## config.mk

```make
export PLATFORM = sky130hd
export DESIGN_NAME = sorted_array_list
export DESIGN_NICKNAME = d
export VERILOG_FILES = /design/src/sv/sal_pkg.sv /design/src/sv/sorted_array_list.sv /design/src/sv/sal_cell.sv
export SDC_FILE = /design/constraint.sdc
export NUM_CORES = 1
export LEC_CHECK = 0
export BUFFER_PORTS_ARGS = -buffer_cell sky130_fd_sc_hd__clkbuf_2
export CORE_MARGIN = 8
export CORE_UTILIZATION = 60
export CTS_BUF_LIST = sky130_fd_sc_hd__clkbuf_4 sky130_fd_sc_hd__clkbuf_8
export CTS_CLUSTER_SIZE = 40
export DETAILED_ROUTE_END_ITERATION = 10
export PLACE_DENSITY = 0.79
export RECOVER_POWER = 25
export SETUP_SLACK_MARGIN = 0.1
export SLEW_MARGIN = 30
export SYNTH_ARGS = -nofsm -noshare
export SYNTH_HDL_FRONTEND = slang
export SYNTH_SLANG_ARGS = --single-unit
```

## constraint.sdc

```tcl
create_clock -name clk -period 13.1 [get_ports clk]
set_clock_uncertainty 0.2 [all_clocks]
set_input_delay 3.93 -clock clk [delete_from_list [all_inputs] [get_ports clk]]
set_output_delay 3.93 -clock clk [all_outputs]
set_load 0.02 [all_outputs]
```

## src/sv/sal_pkg.sv

```systemverilog
// sal_pkg: shared constants and types for the sorted array list
`default_nettype none
package sal_pkg;

    localparam int DEPTH      = 8;
    localparam int VALUE_BITS = 32;
    localparam int IDX_W      = $clog2(DEPTH);
    localparam int CNT_W      = $clog2(DEPTH + 1);
    localparam int POS_W      = 4;
    localparam int STAT_W     = 3;

    typedef enum logic [1:0] {
        REQ_INSERT = 2'd0,
        REQ_REMOVE = 2'd1,
        REQ_SEARCH = 2'd2,
        REQ_READ   = 2'd3
    } req_e_t;

    typedef enum logic [STAT_W-1:0] {
        ST_OK       = 3'd0,
        ST_FULL     = 3'd1,
        ST_EMPTY    = 3'd2,
        ST_BADPOS   = 3'd3,
        ST_NOTFOUND = 3'd4
    } status_e_t;

    typedef logic signed [VALUE_BITS-1:0] value_t;

    // broadcast to every cell
    typedef struct packed {
        logic             ins_en;
        logic             rem_en;
        value_t           value;
        logic [IDX_W-1:0] k;
        logic [CNT_W-1:0] count;
    } cell_ctrl_t;

    // rippled from cell to cell
    typedef struct packed {
        logic lt;
        logic found;
        logic past_k;
    } cell_chain_t;

endpackage
`default_nettype wire

```

## src/sv/sorted_array_list.sv

```systemverilog
// sorted_array_list: sorted list of signed values built as a row of entry cells
// result: each accepted item's result is captured in the output register
// throughput: one item per cycle while results are taken; each request is served
// by all cells comparing and shifting at once
// reset: count and output valid clear; entry contents are left unset
`default_nettype none
module sorted_array_list (
    input  wire logic                             clk,
    input  wire logic                             rst_n,
    input  wire logic                             req_valid,
    output logic                                  req_ready,
    input  wire logic [1:0]                       req_type,
    input  wire logic signed [sal_pkg::VALUE_BITS-1:0] value,
    input  wire logic [sal_pkg::POS_W-1:0]        position,
    output logic                                  rsp_valid,
    input  wire logic                             rsp_ready,
    output logic [sal_pkg::STAT_W-1:0]            status,
    output logic signed [sal_pkg::VALUE_BITS-1:0] result_value,
    output logic [sal_pkg::POS_W-1:0]             result_position,
    output logic [sal_pkg::CNT_W-1:0]             entry_count
);

    localparam int N = sal_pkg::DEPTH;

    logic                           rsp_valid_reg;
    logic                           rsp_valid_next;
    sal_pkg::status_e_t             status_reg;
    sal_pkg::status_e_t             status_next;
    sal_pkg::value_t                rval_reg;
    sal_pkg::value_t                rval_next;
    logic [sal_pkg::POS_W-1:0]      rpos_reg;
    logic [sal_pkg::POS_W-1:0]      rpos_next;
    logic [sal_pkg::CNT_W-1:0]      count_reg;
    logic [sal_pkg::CNT_W-1:0]      count_next;

    logic                           accept;
    logic                           full;
    logic                           empty;
    logic                           pos_ok;
    sal_pkg::req_e_t                req;
    sal_pkg::cell_ctrl_t            ctrl;
    sal_pkg::cell_chain_t           chain [N+1];
    sal_pkg::value_t                ent [N];
    sal_pkg::value_t                rd_ent [N];
    logic [N-1:0]                   ins_here_vec;
    logic [N-1:0]                   first_eq_vec;
    sal_pkg::value_t                rd_value;
    logic [sal_pkg::POS_W-1:0]      ins_pos;
    logic [sal_pkg::POS_W-1:0]      found_pos;

    assign req_ready = !rsp_valid_reg || rsp_ready;
    assign accept    = req_valid && req_ready;
    assign req       = sal_pkg::req_e_t'(req_type);
    assign full      = count_reg == sal_pkg::CNT_W'(N);
    assign empty     = count_reg == '0;
    assign pos_ok    = (position != '0)
                       && (position <= sal_pkg::POS_W'(count_reg));

    assign ctrl.ins_en = accept && (req == sal_pkg::REQ_INSERT) && !full;
    assign ctrl.rem_en = accept && (req == sal_pkg::REQ_REMOVE) && !empty && pos_ok;
    assign ctrl.value  = value;
    assign ctrl.k      = sal_pkg::IDX_W'(position - sal_pkg::POS_W'(1));
    assign ctrl.count  = count_reg;

    assign chain[0] = '0;

    genvar g;
    generate
        for (g = 0; g < N; g++)
        begin : g_cell
            sal_pkg::value_t left_e;
            sal_pkg::value_t right_e;
            if (g == 0)
            begin : g_first
                assign left_e = '0;
            end
            else
            begin : g_mid_l
                assign left_e = ent[g-1];
            end
            if (g == N - 1)
            begin : g_last
                assign right_e = ent[g];
            end
            else
            begin : g_mid_r
                assign right_e = ent[g+1];
            end
            sal_cell u_cell (
                .clk         (clk),
                .idx         (sal_pkg::IDX_W'(g)),
                .ctrl        (ctrl),
                .chain_in    (chain[g]),
                .left_entry  (left_e),
                .right_entry (right_e),
                .chain_out   (chain[g+1]),
                .entry       (ent[g]),
                .ins_here    (ins_here_vec[g]),
                .first_eq    (first_eq_vec[g]),
                .rd_entry    (rd_ent[g])
            );
        end
    endgenerate

    // one-hot flags from the cells folded to positions and data
    always_comb
    begin
        rd_value  = '0;
        ins_pos   = '0;
        found_pos = '0;
        for (int i = 0; i < N; i++)
        begin
            rd_value = rd_value | rd_ent[i];
            if (ins_here_vec[i])
                ins_pos = ins_pos | sal_pkg::POS_W'(i + 1);
            if (first_eq_vec[i])
                found_pos = found_pos | sal_pkg::POS_W'(i + 1);
        end
    end

    always_comb
    begin
        rsp_valid_next = rsp_valid_reg;
        status_next    = status_reg;
        rval_next      = rval_reg;
        rpos_next      = rpos_reg;
        count_next     = count_reg;
        if (rsp_valid_reg && rsp_ready)
            rsp_valid_next = 1'b0;
        if (accept)
        begin
            rsp_valid_next = 1'b1;
            status_next    = sal_pkg::ST_OK;
            rval_next      = '0;
            rpos_next      = '0;
            unique case (req) inside
                sal_pkg::REQ_INSERT:
                begin
                    if (full)
                        status_next = sal_pkg::ST_FULL;
                    else
                    begin
                        rpos_next  = ins_pos;
                        count_next = count_reg + sal_pkg::CNT_W'(1);
                    end
                end
                sal_pkg::REQ_SEARCH:
                begin
                    if (empty)
                        status_next = sal_pkg::ST_EMPTY;
                    else if (chain[N].found)
                        rpos_next = found_pos;
                    else
                        status_next = sal_pkg::ST_NOTFOUND;
                end
                sal_pkg::REQ_REMOVE,
                sal_pkg::REQ_READ:
                begin
                    if (empty)
                        status_next = sal_pkg::ST_EMPTY;
                    else if (!pos_ok)
                        status_next = sal_pkg::ST_BADPOS;
                    else
                    begin
                        rval_next = rd_value;
                        if (req == sal_pkg::REQ_REMOVE)
                            count_next = count_reg - sal_pkg::CNT_W'(1);
                    end
                end
                default:
                begin
                    status_next = sal_pkg::ST_OK;
                end
            endcase
        end
    end

    always_ff @(posedge clk or negedge rst_n)
    begin
        if (!rst_n)
        begin
            rsp_valid_reg <= 1'b0;
            count_reg     <= '0;
        end
        else
        begin
            rsp_valid_reg <= rsp_valid_next;
            count_reg     <= count_next;
        end
    end

    always_ff @(posedge clk)
    begin
        status_reg <= status_next;
        rval_reg   <= rval_next;
        rpos_reg   <= rpos_next;
    end

    assign rsp_valid       = rsp_valid_reg;
    assign status          = status_reg;
    assign result_value    = rval_reg;
    assign result_position = rpos_reg;
    assign entry_count     = count_reg;

`ifndef SYNTHESIS
    a_count_range: assert property (@(posedge clk) disable iff (!rst_n)
        count_reg <= sal_pkg::CNT_W'(N))
        else $error("entry count above depth");

    a_ins_onehot: assert property (@(posedge clk) disable iff (!rst_n)
        ctrl.ins_en |-> $onehot(ins_here_vec))
        else $error("insert slot not unique");

    a_first_eq: assert property (@(posedge clk) disable iff (!rst_n)
        $onehot0(first_eq_vec))
        else $error("several first matches");

    a_count_hold: assert property (@(posedge clk) disable iff (!rst_n)
        !accept |=> $stable(count_reg))
        else $error("count changed without an item");
`endif

endmodule
`default_nettype wire

```

## src/sv/sal_cell.sv

```systemverilog
// sal_cell: one list entry with its compare, insert and remove shift logic
`default_nettype none
module sal_cell (
    input  wire logic                      clk,
    input  wire logic [sal_pkg::IDX_W-1:0] idx,
    input  wire sal_pkg::cell_ctrl_t       ctrl,
    input  wire sal_pkg::cell_chain_t      chain_in,
    input  wire sal_pkg::value_t           left_entry,
    input  wire sal_pkg::value_t           right_entry,
    output sal_pkg::cell_chain_t           chain_out,
    output sal_pkg::value_t                entry,
    output logic                           ins_here,
    output logic                           first_eq,
    output sal_pkg::value_t                rd_entry
);

    sal_pkg::value_t entry_reg;
    sal_pkg::value_t entry_next;
    logic            valid;
    logic            lt;
    logic            eq;
    logic            at_k;
    logic            at_end;

    assign valid  = {1'b0, idx} < ctrl.count;
    assign lt     = valid && (ctrl.value < entry_reg);
    assign eq     = valid && (ctrl.value == entry_reg);
    assign at_k   = idx == ctrl.k;
    assign at_end = {1'b0, idx} == ctrl.count;

    assign ins_here         = (lt || at_end) && !chain_in.lt;
    assign first_eq         = eq && !chain_in.found;
    assign chain_out.lt     = lt;
    assign chain_out.found  = chain_in.found | eq;
    assign chain_out.past_k = chain_in.past_k | at_k;
    assign entry            = entry_reg;
    assign rd_entry         = at_k ? entry_reg : '0;

    always_comb
    begin
        entry_next = entry_reg;
        if (ctrl.ins_en)
        begin
            if (chain_in.lt)
                entry_next = left_entry;
            else if (ins_here)
                entry_next = ctrl.value;
        end
        else if (ctrl.rem_en && chain_out.past_k)
        begin
            entry_next = right_entry;
        end
    end

    always_ff @(posedge clk)
    begin
        entry_reg <= entry_next;
    end

endmodule
`default_nettype wire
```

After elaboration in Yosys (flattened, before gate mapping):

Cells that the tools add are included.

* input bits: 42
* output and inout port bits: 45
* register bits after elaboration: 300
* logic and storage cells: 258

* $add $sub $neg: 3
* reduce and logical (&&, ||, !) cells: 96
* multiplexer cells: 70
* bitwise logic cells: 22
* eq/ne operators: 37
* order comparisons: 17

Operator list (number)
* $mux W32: 37
* $eq A32 B32 Y1: 8
* $lt A32 B32 Y1: 8
* $or A32 B32 Y32: 7
* $logic_and A1 B1 Y1: 45
* $mux W4: 9
* $mux W3: 10
* $reduce_bool A2 Y1: 10
* $ne A3 B1 Y1 const B: 6
* $logic_not A1 Y1: 17
* $eq A3 B4 Y1 const A: 4
* $lt A3 B4 Y1 const A: 4
* $pmux W4 S2: 2
* $reduce_and A2 Y1: 8
* $or A1 B1 Y1: 13
* $eq A3 B3 Y1 const A: 4
* $mux W2: 6
* $logic_or A1 B1 Y1: 9
* $pmux W3 S3: 1
* $eq A2 B4 Y1 const A: 2
* $lt A1 B4 Y1 const A: 2
* $lt A2 B4 Y1 const A: 2
* $ne A2 B2 Y1 const B: 4
* $eq A2 B3 Y1 const A: 2
* other kinds (19): 25

Depth between registers and ports, before layout:

Gate-level depths: netlist of run 1.

* depth in word-level cells: 14
* depth in mapped cells: 13
* depth with buffers taken out: 11

Modules after synthesis:

From an unflattened synthesis of run 1, not the netlist that was laid out.

* cell total of the unflattened synthesis: 2796
* area, all modules: 25463.2 um^2

Modules (own cells, without submodules)
* sal_cell: area an instance 2875.3 um^2, sequential area each 960.9 um^2, times used 8, cells each 321
* sorted_array_list: area an instance 2461.1 um^2, sequential area each 1296.2 um^2, times used 1, cells each 228

Worst setup path before layout of run 1:

No wires, ideal clock.

* path kind: input to register
* from: in position[0] (netlist name)
* to: reg g_cell[4].u_cell.entry_reg[0], enable pin
* setup slack: 3.946 ns
* data required time: 12.434 ns
* arrival time: 8.488 ns
* library setup time: 0.466 ns
* stages on the path: 10
* cells stage by stage: clkbuf_1 clkinv_1 clkbuf_1 ha_1 and4_1 o32ai_1 nor3b_1 nor3b_1 o21ai_0 o21ai_0

* cells in the longest elaborated chain, start to end: 9
* elaborated cells on any way between the ends: 17

Ends and longest elaborated chain
* from (decl): RTL line sorted_array_list.sv:14 `input wire logic [sal_pkg::POS_W-1:0] position,`
* $sub A3 B1 Y3: RTL line sorted_array_list.sv:62 `assign ctrl.k = sal_pkg::IDX_W'(position - sal_pkg::POS_W'(1));`
* $eq A1 B3 Y1 / $logic_not A3 Y1 (equally long branches): RTL line sal_cell.sv:28 `assign at_k = idx == ctrl.k;`
* $or A1 B1 Y1 (4 in series): RTL line sal_cell.sv:35 `assign chain_out.past_k = chain_in.past_k | at_k;`
* $logic_and A1 B1 Y1 (*): RTL line sal_cell.sv:49 `else if (ctrl.rem_en && chain_out.past_k)`
* $reduce_bool A2 Y1 (no source line) (*)
* $reduce_and A2 Y1 (no source line) (*)
* to (signal assigned): RTL line sal_cell.sv:57 `entry_reg <= entry_next;`
* to (decl): RTL line sal_cell.sv:17 `sal_pkg::value_t entry_reg;`

Every way passes the cells marked *; elsewhere a longest branch is shown, timed or not.
A chain may end at the register's enable or synchronous reset.

Final worst setup path of run 1:

* from: in position[0] (netlist name)
* to: reg g_cell[4].u_cell.entry_reg[19], enable pin

Same word-level chain as after synthesis.

==> results.md, run 1 <==
- The number of vias in the routed layout is ~20000.
- The share of the Yosys chip area taken by registers is roughly 38%.
- The number of antenna violations at the first check in global routing is 2.
- For this design, the CTS-stage hold fixing added 0 buffers.
- Global routing used between 30 and 40% of the available tracks across all layers.
- In this run the tightest slew margin relative to its limit is -108%.
- The length of routed met3 wiring is 9.92 mm.
- The number of flip-flops and latches in the synthesized netlist is 300.
- The CTS clock-pin slew for the worst setup and hold paths is ~0.050 ns.
- The placed wire-length estimate after detailed placement is about 50 mm.
- For this block, wires on met1 add up to 28.7 mm.
- The count of instances resized after the clock tree is built is 0.
- The floorplan step set the die height to between 200 and 250 µm.
- The filler cells instantiated in the layout total approximately 3200.
- The power density relative to cell area is ~140 nW/µm².
- Timing would allow up to around 96 MHz.
- The floorplan die area is 45500 µm².
- Data arrives at the worst endpoint at ~10 ns.
- Clock tree synthesis inserted a total of 55 buffers.
- The area of the multi-input gates is 12800 µm².
- The endpoint type of the worst setup path is a register.
- Of the cells placed in the final design, the portion with a size suffix greater than 1 is ~8.5%.
- The post-synthesis instance total is 2529.
- The register with the most flip-flops in the layout has ~260 of them.
- Across the run, the number of max-cap violations was 5.
- The final instance area is roughly 25000 µm².
- In this run the core area contains 72 standard-cell rows.
- The count of nets left with antenna violations after detail routing is 0.
- The number of synthesized flops with an enable pin is between 200 and 300.
- The final reports fail on capacitance limit, slew limit.
- The die is roughly 210 µm wide.
- The total congestion overflow after global routing is 0.
- The post-detailed-routing wire length is between 70 and 80 mm.
- In this run the tool buffered the top-level ports with 86 buffer cells.
- The run finished, with violations left.
- In this run the cell area measured after placement is between 20000 and 25000 µm².
- The total clock sinks is 300.
- The final number of hold-violating endpoints is 0.
- At the pin with the least slew margin, the transition time is 3.12 ns.
- The number of nets in the finished design is roughly 2900.
- The core outline area is 38600 µm².
- The total negative slack for setup checks is 0 ns.
- The number of global-route vias before repair is around 20000.
- Data on the critical path is required at its endpoint by between 10 and 15 ns.
- TritonCTS built the clock tree.
- The final critical-path required period is 10.38 ns.
- The number of failing setup endpoints in the final timing report is 0.
- The max-slew violation count was roughly 210.
- After synthesis, the share of flip-flops with an asynchronous set or reset is 1.67%.
- The class of the tightest hold or removal check is reg -> reg.
- The highest layer touched by signal routing is met5.
- For this run, the number of Yosys warnings is 0.
- For this run, the leading register cell type out of synthesis is sky130_fd_sc_hd__edfxtp_1.
- The total met2 wirelength after detailed routing is 32.2 mm.
- Overall power consumption after layout is estimated at between 3 and 4 mW.
- The first global-routing pass estimated roughly 110 mm of wire.
- The worst-skew pair later-pin latency is between 0.6 and 0.7 ns.
- The layout overhead on the synthesized area is 7.74%.
- The final antenna diode count is 0.
- The H-tree was split into 2 levels.
- The remaining routing DRC violations is 0.
- The synthesized area divided by synthesized cell count is 9.23 µm².
- The kind of critical path is in -> reg.
- In the final layout, flip-flops and latches occupy 8980 µm².
- In the final routed layout, each cell accounts on average for 24.2 µm.
- The pre-CTS worst setup slack is 4.10 ns.
- In the finished design, the share of the clock period the worst path needs comes to a little under 80%.
- The routability congestion estimate from global placement is between 1 and 1.5.
- For this configuration, the core starts out at a cell density of between 60% and 70%.
- The worst-case vdd ir drop is approximately 0.084 mV.
- The launching element type of the critical path is a primary input.
- The post-CTS setup repair buffer count is 0.
- The root buffer cell chosen for the clock tree is sky130_fd_sc_hd__clkbuf_8.
- The total I/O pin count is 87.
- The clock passes through at most 3 buffers.
- The distinct cell type count of the synthesized netlist is 70.
- Along the worst path, the maximum fanout reaches 36.
- The number of nets handed over by synthesis was approximately 2800.
- The cell area after technology mapping is 23300 µm².
- Across all setup checks in the final design, the least slack found is around 2.7 ns.
- Setup repair after global routing left no endpoint under its margin.
- For this design the static power due to leakage is approximately 11 nW.
- The DRC violation total after the first TritonRoute iteration is ~2600.
- The first-pass iteration count of the detailed router is 7.
- In the routed layout, each cell is associated on average with a via count of approximately 6.6.
- Entering global routing, the biggest net connects between 100 and 150 pins.
-- synthesized netlist by cell type, types with 30 or more instances --
| master | instances | area share (%) |
|---|---|---|
| sky130_fd_sc_hd__a21o_1 | 35 | 1.1 |
| sky130_fd_sc_hd__mux2i_1 | 203 | 8.7 |
| sky130_fd_sc_hd__inv_1 | 264 | 4.2 |
| sky130_fd_sc_hd__a21oi_1 | 193 | 4.1 |
| sky130_fd_sc_hd__nand2_1 | 315 | 5.1 |
| sky130_fd_sc_hd__nand4_1 | 56 | 1.5 |
| sky130_fd_sc_hd__edfxtp_1 | 295 | 38 |
| sky130_fd_sc_hd__a221oi_1 | 32 | 1.2 |
| sky130_fd_sc_hd__nand3_1 | 40 | 0.86 |
| sky130_fd_sc_hd__o21ai_0 | 246 | 5.3 |
| sky130_fd_sc_hd__nor2_1 | 123 | 2.0 |
| sky130_fd_sc_hd__ha_1 | 264 | 14 |
| sky130_fd_sc_hd__o21a_1 | 33 | 1.1 |
| sky130_fd_sc_hd__o21ai_1 | 30 | 0.64 |
| sky130_fd_sc_hd__a22oi_1 | 30 | 0.97 |
| sky130_fd_sc_hd__clkbuf_1 | 114 | 1.8 |
-- metrics by stage --
stage,hold WS (ns),instances,util [%]
final,0.331,3106,65.2
after global routing,0.364,3106,65.2
after CTS,0.344,3106,65.4
after detailed placement,0.329,3006,62.7
after global placement,0.316,3003,62.5
after floorplan,0.340,2529,-
-- metal layers --
metal,vias up,GRT usage [%]
met4,4,19.1
met3,279,7.66
met2,1424,48.7
li1,9156,-
met5,-,0
met1,9522,43.4
-- report_power, final --
group,leakage [nW],switching (mW),internal [mW]
Clock,0.560,0.429,0.472
Combinational,7.83,0.795,0.459
Sequential,2.77,0.0826,1.19
-- cell usage in the layout (no fill, tap or decap), types with 25 or more instances in the layout --
| cell | count |
|---|---|
| sky130_fd_sc_hd__o21a_1 | 33 |
| sky130_fd_sc_hd__o21ai_1 | 30 |
| sky130_fd_sc_hd__nand4_1 | 56 |
| sky130_fd_sc_hd__a22oi_1 | 30 |
| sky130_fd_sc_hd__clkbuf_8 | 58 |
| sky130_fd_sc_hd__ha_1 | 264 |
| sky130_fd_sc_hd__o21ai_0 | 243 |
| sky130_fd_sc_hd__nand3_1 | 40 |
| sky130_fd_sc_hd__inv_1 | 264 |
| sky130_fd_sc_hd__mux2i_1 | 202 |
| sky130_fd_sc_hd__a21o_1 | 35 |
| sky130_fd_sc_hd__a221oi_1 | 32 |
| sky130_fd_sc_hd__nor2_1 | 119 |
| sky130_fd_sc_hd__clkbuf_2 | 36 |
| sky130_fd_sc_hd__a21oi_1 | 193 |
| sky130_fd_sc_hd__mux2_4 | 25 |
| sky130_fd_sc_hd__edfxtp_1 | 295 |
| sky130_fd_sc_hd__clkbuf_1 | 51 |
| sky130_fd_sc_hd__nand2_1 | 315 |
-- critical path, cell delays in order --
cell and delay [ns]:
sky130_fd_sc_hd__clkbuf_1 0.68, sky130_fd_sc_hd__clkinv_1 0.15, sky130_fd_sc_hd__clkbuf_1 1.97, sky130_fd_sc_hd__ha_1 0.40, sky130_fd_sc_hd__nor2b_1 0.05, sky130_fd_sc_hd__o21ai_0 0.15, sky130_fd_sc_hd__nand2b_1 0.08, sky130_fd_sc_hd__a21oi_1 0.14
sky130_fd_sc_hd__o32ai_1 0.15, sky130_fd_sc_hd__nor3b_2 0.21, sky130_fd_sc_hd__buf_4 0.51, sky130_fd_sc_hd__nor3b_1 0.43, sky130_fd_sc_hd__o21ai_1 0.36, sky130_fd_sc_hd__o21ai_4 0.72, sky130_fd_sc_hd__buf_4 0.50
-- final timing paths --
path	start	endpoint	slack, ns	depth (start not counted)
hold / removal	rsp_valid	rsp_valid	0.33	2
hold reg to reg	rsp_valid	rsp_valid	0.33	2
setup reg to reg	entry_count[1]	g_cell[4].u_cell.entry[19]	6.98	10
setup / recovery	position[0]	g_cell[4].u_cell.entry[19]	2.72	15
min in group asynchronous	rst_n	entry_count[3]	2.89	1
max in group asynchronous	rst_n	rsp_valid	9.60	1
-- layout make-up --
cell class	count	area share (%)
Sequential cell	300	35.7
Timing Repair Buffer	116	2.55
Inverter	265	3.96
Clock buffer	81	3.86
Multi-Input combinational cell	1807	51.0
Tap cell	518	2.58
Clock inverter	19	0.353
-- cell families (layout without fill, tap and decap cells) --
logic type	count (synthesis)	in the layout	share of synthesized area, %
simple gates	625	625	12.0
buf+inv	422	481	7.17
xor+xnor	12	12	0.450
mux	239	239	10.9
flops	300	300	38.5
compound gates	667	667	16.8
fa+ha+maj	264	264	14.2
Note: power is estimated with default switching activity, not from simulation.
==> run 2: changes to the inputs <==
Clock period 13.1 ns to 10 ns, I/O delays scaled along.
==> results.md, run 2 (synthesis results as in run 1) <==
- Run status: finished with violations (unchanged).
- Violations in the final reports: capacitance limit, slew limit (unchanged).
- The wire length of the first global-routing pass is 115 mm (about the same).
- The post-detailed-routing wire length is 76.2 mm (was 75.2 mm).
- The final number of hold-violating endpoints is 0 (unchanged).
- The CTS clock-pin slew for the worst setup and hold paths was 0.06 ns (was 0.05 ns).
- The power density relative to cell area came to 179 nW/µm² (was 136 nW/µm²).
- The number of failing setup endpoints in the final timing report is 0 (unchanged).
- Highest-count cells in the layout ignoring fill and taps: sky130_fd_sc_hd__nand2_1 (314), sky130_fd_sc_hd__edfxtp_1 (295), sky130_fd_sc_hd__ha_1 (264), sky130_fd_sc_hd__inv_1 (263), sky130_fd_sc_hd__o21ai_0 (243) (was sky130_fd_sc_hd__nand2_1 (315), sky130_fd_sc_hd__edfxtp_1 (295), sky130_fd_sc_hd__inv_1 (264), sky130_fd_sc_hd__ha_1 (264), sky130_fd_sc_hd__o21ai_0 (243)).
- The fill cell instance count of the final layout came to 3191 (was 3166).
- The total clock sinks is 300 (unchanged).
- The transition time of the tightest slew-check pin is 2.97 ns (was 3.12 ns).
- The routability congestion estimate from global placement came to 0.983 (was 1.04).
- The startpoint of the lowest-slack register-to-register path is rsp_valid (was entry_count[1]).
- The largest net degree at the start of global routing came to 117 (was 135).
- The remaining routing DRC violations was 0 (unchanged).
- The count of instances resized after the clock tree is built is 0 (unchanged).
- The maximum number of buffers from clock root to sink was 3 (unchanged).
- The launching element type of the critical path is a primary input (unchanged).
- The clock root buffer is sky130_fd_sc_hd__clkbuf_8 (unchanged).
- The final routed wire length divided by cell count is 24.5 µm (was 24.2 µm).
- The routed design could run at a clock period as short as a little over 8 ns.
- The worst hold slack came to 0.336 ns (was 0.331 ns).
- The core outline area came to 38600 µm² (unchanged).
- The TritonCTS clock tree is yes (unchanged).
- The fraction of layout instances using a drive strength above 1 is 8.47% (was 8.46%).
- Setup repair after global routing missed its margin: false (unchanged).
- The post-CTS setup repair buffer count is 0 (unchanged).
- The timing startpoint of the critical path is value[31] (was position[0]).
- The maximum level of the CTS H-tree was 2 (unchanged).
- The total negative slack for setup checks came to 0 ns (unchanged).
- The placed wire-length estimate after detailed placement is 53.0 mm (was 50.4 mm).
- The leakage power of the design is 11.2 nW (about the same).
- The count of buffers from port buffering was 86 (unchanged).
- The y dimension of the die came to 213 µm (unchanged).
- The endpoint type of the worst setup path is a register (unchanged).
- The launch point of the worst hold path is rsp_valid (unchanged).
- The number of stages on the worst hold path is 2 (unchanged).
- The starting utilization of the core area is 60.5% (unchanged).
- Static timing analysis puts the maximum clock frequency at roughly 120 MHz.
- The layout overhead on the synthesized area is 8.03% (was 7.74%).
- The width of the die is 213 µm (unchanged).
- The kind of critical path is in -> reg (unchanged).
- The most common library cell in the layout ignoring fill and taps is sky130_fd_sc_hd__nand2_1 (unchanged).
- The total I/O pin count came to 87 (unchanged).
- The first-pass iteration count of the detailed router is 6 (was 7).
- The DRC violation total after the first TritonRoute iteration is 2687 (was 2621).
- The number of clock buffers inserted by TritonCTS is 51 (was 55).
- The max-cap check violation count is 3 (was 5).
- The data arrival time of the worst path is 8.19 ns (was 10.48 ns).
- The normalized max-slew margin is -98.1% (was -108%).
- The worst-case vdd ir drop is 0.108 mV (was 0.0838 mV).
- The required arrival time at the worst endpoint is 10.07 ns (was 13.20 ns).
- The area occupied by registers is 8980 µm² (unchanged).
- The highest net fanout along the worst path is 33 (was 36).
- The total congestion overflow after global routing came to 0 (unchanged).
- The final antenna diode count is 0 (unchanged).
- The class of the tightest hold or removal check is reg -> reg (unchanged).
- The number of vias in the routed layout came to 20300 (was 20400).
- The number of rows in the core area is 72 (unchanged).
- The floorplan die area is 45500 µm² (unchanged).
- The hold-fix buffer count after cts is 0 (unchanged).
- The average vias per placed instance is 6.53 (was 6.56).
- The period utilization is between 80% and 90%.
- The number of global-route vias before repair is 19400 (was 20200).
- The number of antenna violations at the first check in global routing is 2 (unchanged).
- The max-slew violation count is 133 (was 212).
- The fraction of the core area covered by cells at the end of the flow came to 65.4% (was 65.2%).
- The flip-flop count of the largest register, all copies and words added is 256 (unchanged).
- The number of nets in the finished design came to 2852 (was 2851).
- The global routing usage summed across all routing layers is 33.1% (was 32.8%).
- The worst-skew pair later-pin latency came to 0.65 ns (was 0.67 ns).
- The path depth of the worst reg2reg path is 6 (was 10).
- The area of the multi-input gates is 12800 µm² (about the same).
- The count of nets left with antenna violations after detail routing came to 0 (unchanged).
[run 2: changes by cell type in the layout (fill, tap and decap cells not counted), sizes merged]
cell,before,now
bufinv,0,4
buf,29,36
clkinvlp,3,5
clkbuf,168,153
clkinv,17,19
inv,264,263
[run 2: worst max-delay path: stages]
cell and delay (ns):
sky130_fd_sc_hd__clkbuf_1 0.61, sky130_fd_sc_hd__ha_1 0.30, sky130_fd_sc_hd__and4_1 0.26, sky130_fd_sc_hd__nand4_1 0.24, sky130_fd_sc_hd__nor3_1 0.83, sky130_fd_sc_hd__o41ai_1 0.35, sky130_fd_sc_hd__and3_1 0.31, sky130_fd_sc_hd__xnor2_1 0.39
sky130_fd_sc_hd__nor2b_4 0.22, sky130_fd_sc_hd__buf_4 0.65, sky130_fd_sc_hd__o21ai_0 0.29, sky130_fd_sc_hd__o21ai_4 0.11, sky130_fd_sc_hd__buf_4 0.58
[run 2: area by class of cell]
cell class,count,share of cell area (%)
inverters,265,3.95
clock buffers,68,3.32
multi-input cells,1807,50.9
flip-flops and latches,300,35.6
repair buffers,121,2.79
clock inverters,26,0.888
well taps,518,2.57
[run 2: path summary, 6_finish.rpt]
| check | endpoint | slack (ns) |
|---|---|---|
| setup / recovery | g_cell[4].u_cell.entry[10] | 1.88 |
| hold / removal | rsp_valid | 0.34 |
| setup reg to reg | g_cell[5].u_cell.entry[1] | 4.07 |
| hold reg to reg | rsp_valid | 0.34 |
| max in group asynchronous | entry_count[3] | 7.42 |
| min in group asynchronous | entry_count[0] | 1.98 |
[run 2: through the flow]
step | power (mW) | setup WS [ns] | instance area [µm²] | cells
2_1_floorplan | 2.79 | 1.78 | 23300 | 2529
3_3_place_gp | 3.24 | 1.66 | 24100 | 3007
3_5_place_dp | 3.29 | 1.65 | 24200 | 3010
4_1_cts | 4.47 | 2.32 | 25300 | 3104
5_1_grt | 4.68 | 1.43 | 25200 | 3105
6_report | 4.51 | 1.88 | 25200 | 3105
[run 2: report_power, final]
part	internal, mW	switching, mW	leakage, nW
combinational	0.604	1.05	7.87
sequential	1.55	0.112	2.77
clock	0.647	0.543	0.545
total	2.80	1.70	11.2
[run 2: per-layer routing]
metal	part of all wire, %	global-route usage (%)	wire length (µm)	vias up
met5	0.029	0	22	-
met4	3.9	13.2	2990	4
met3	12	6.41	8920	205
met2	44	50.8	33400	1253
met1	41	45.7	30900	9647
li1	-	-	-	9155
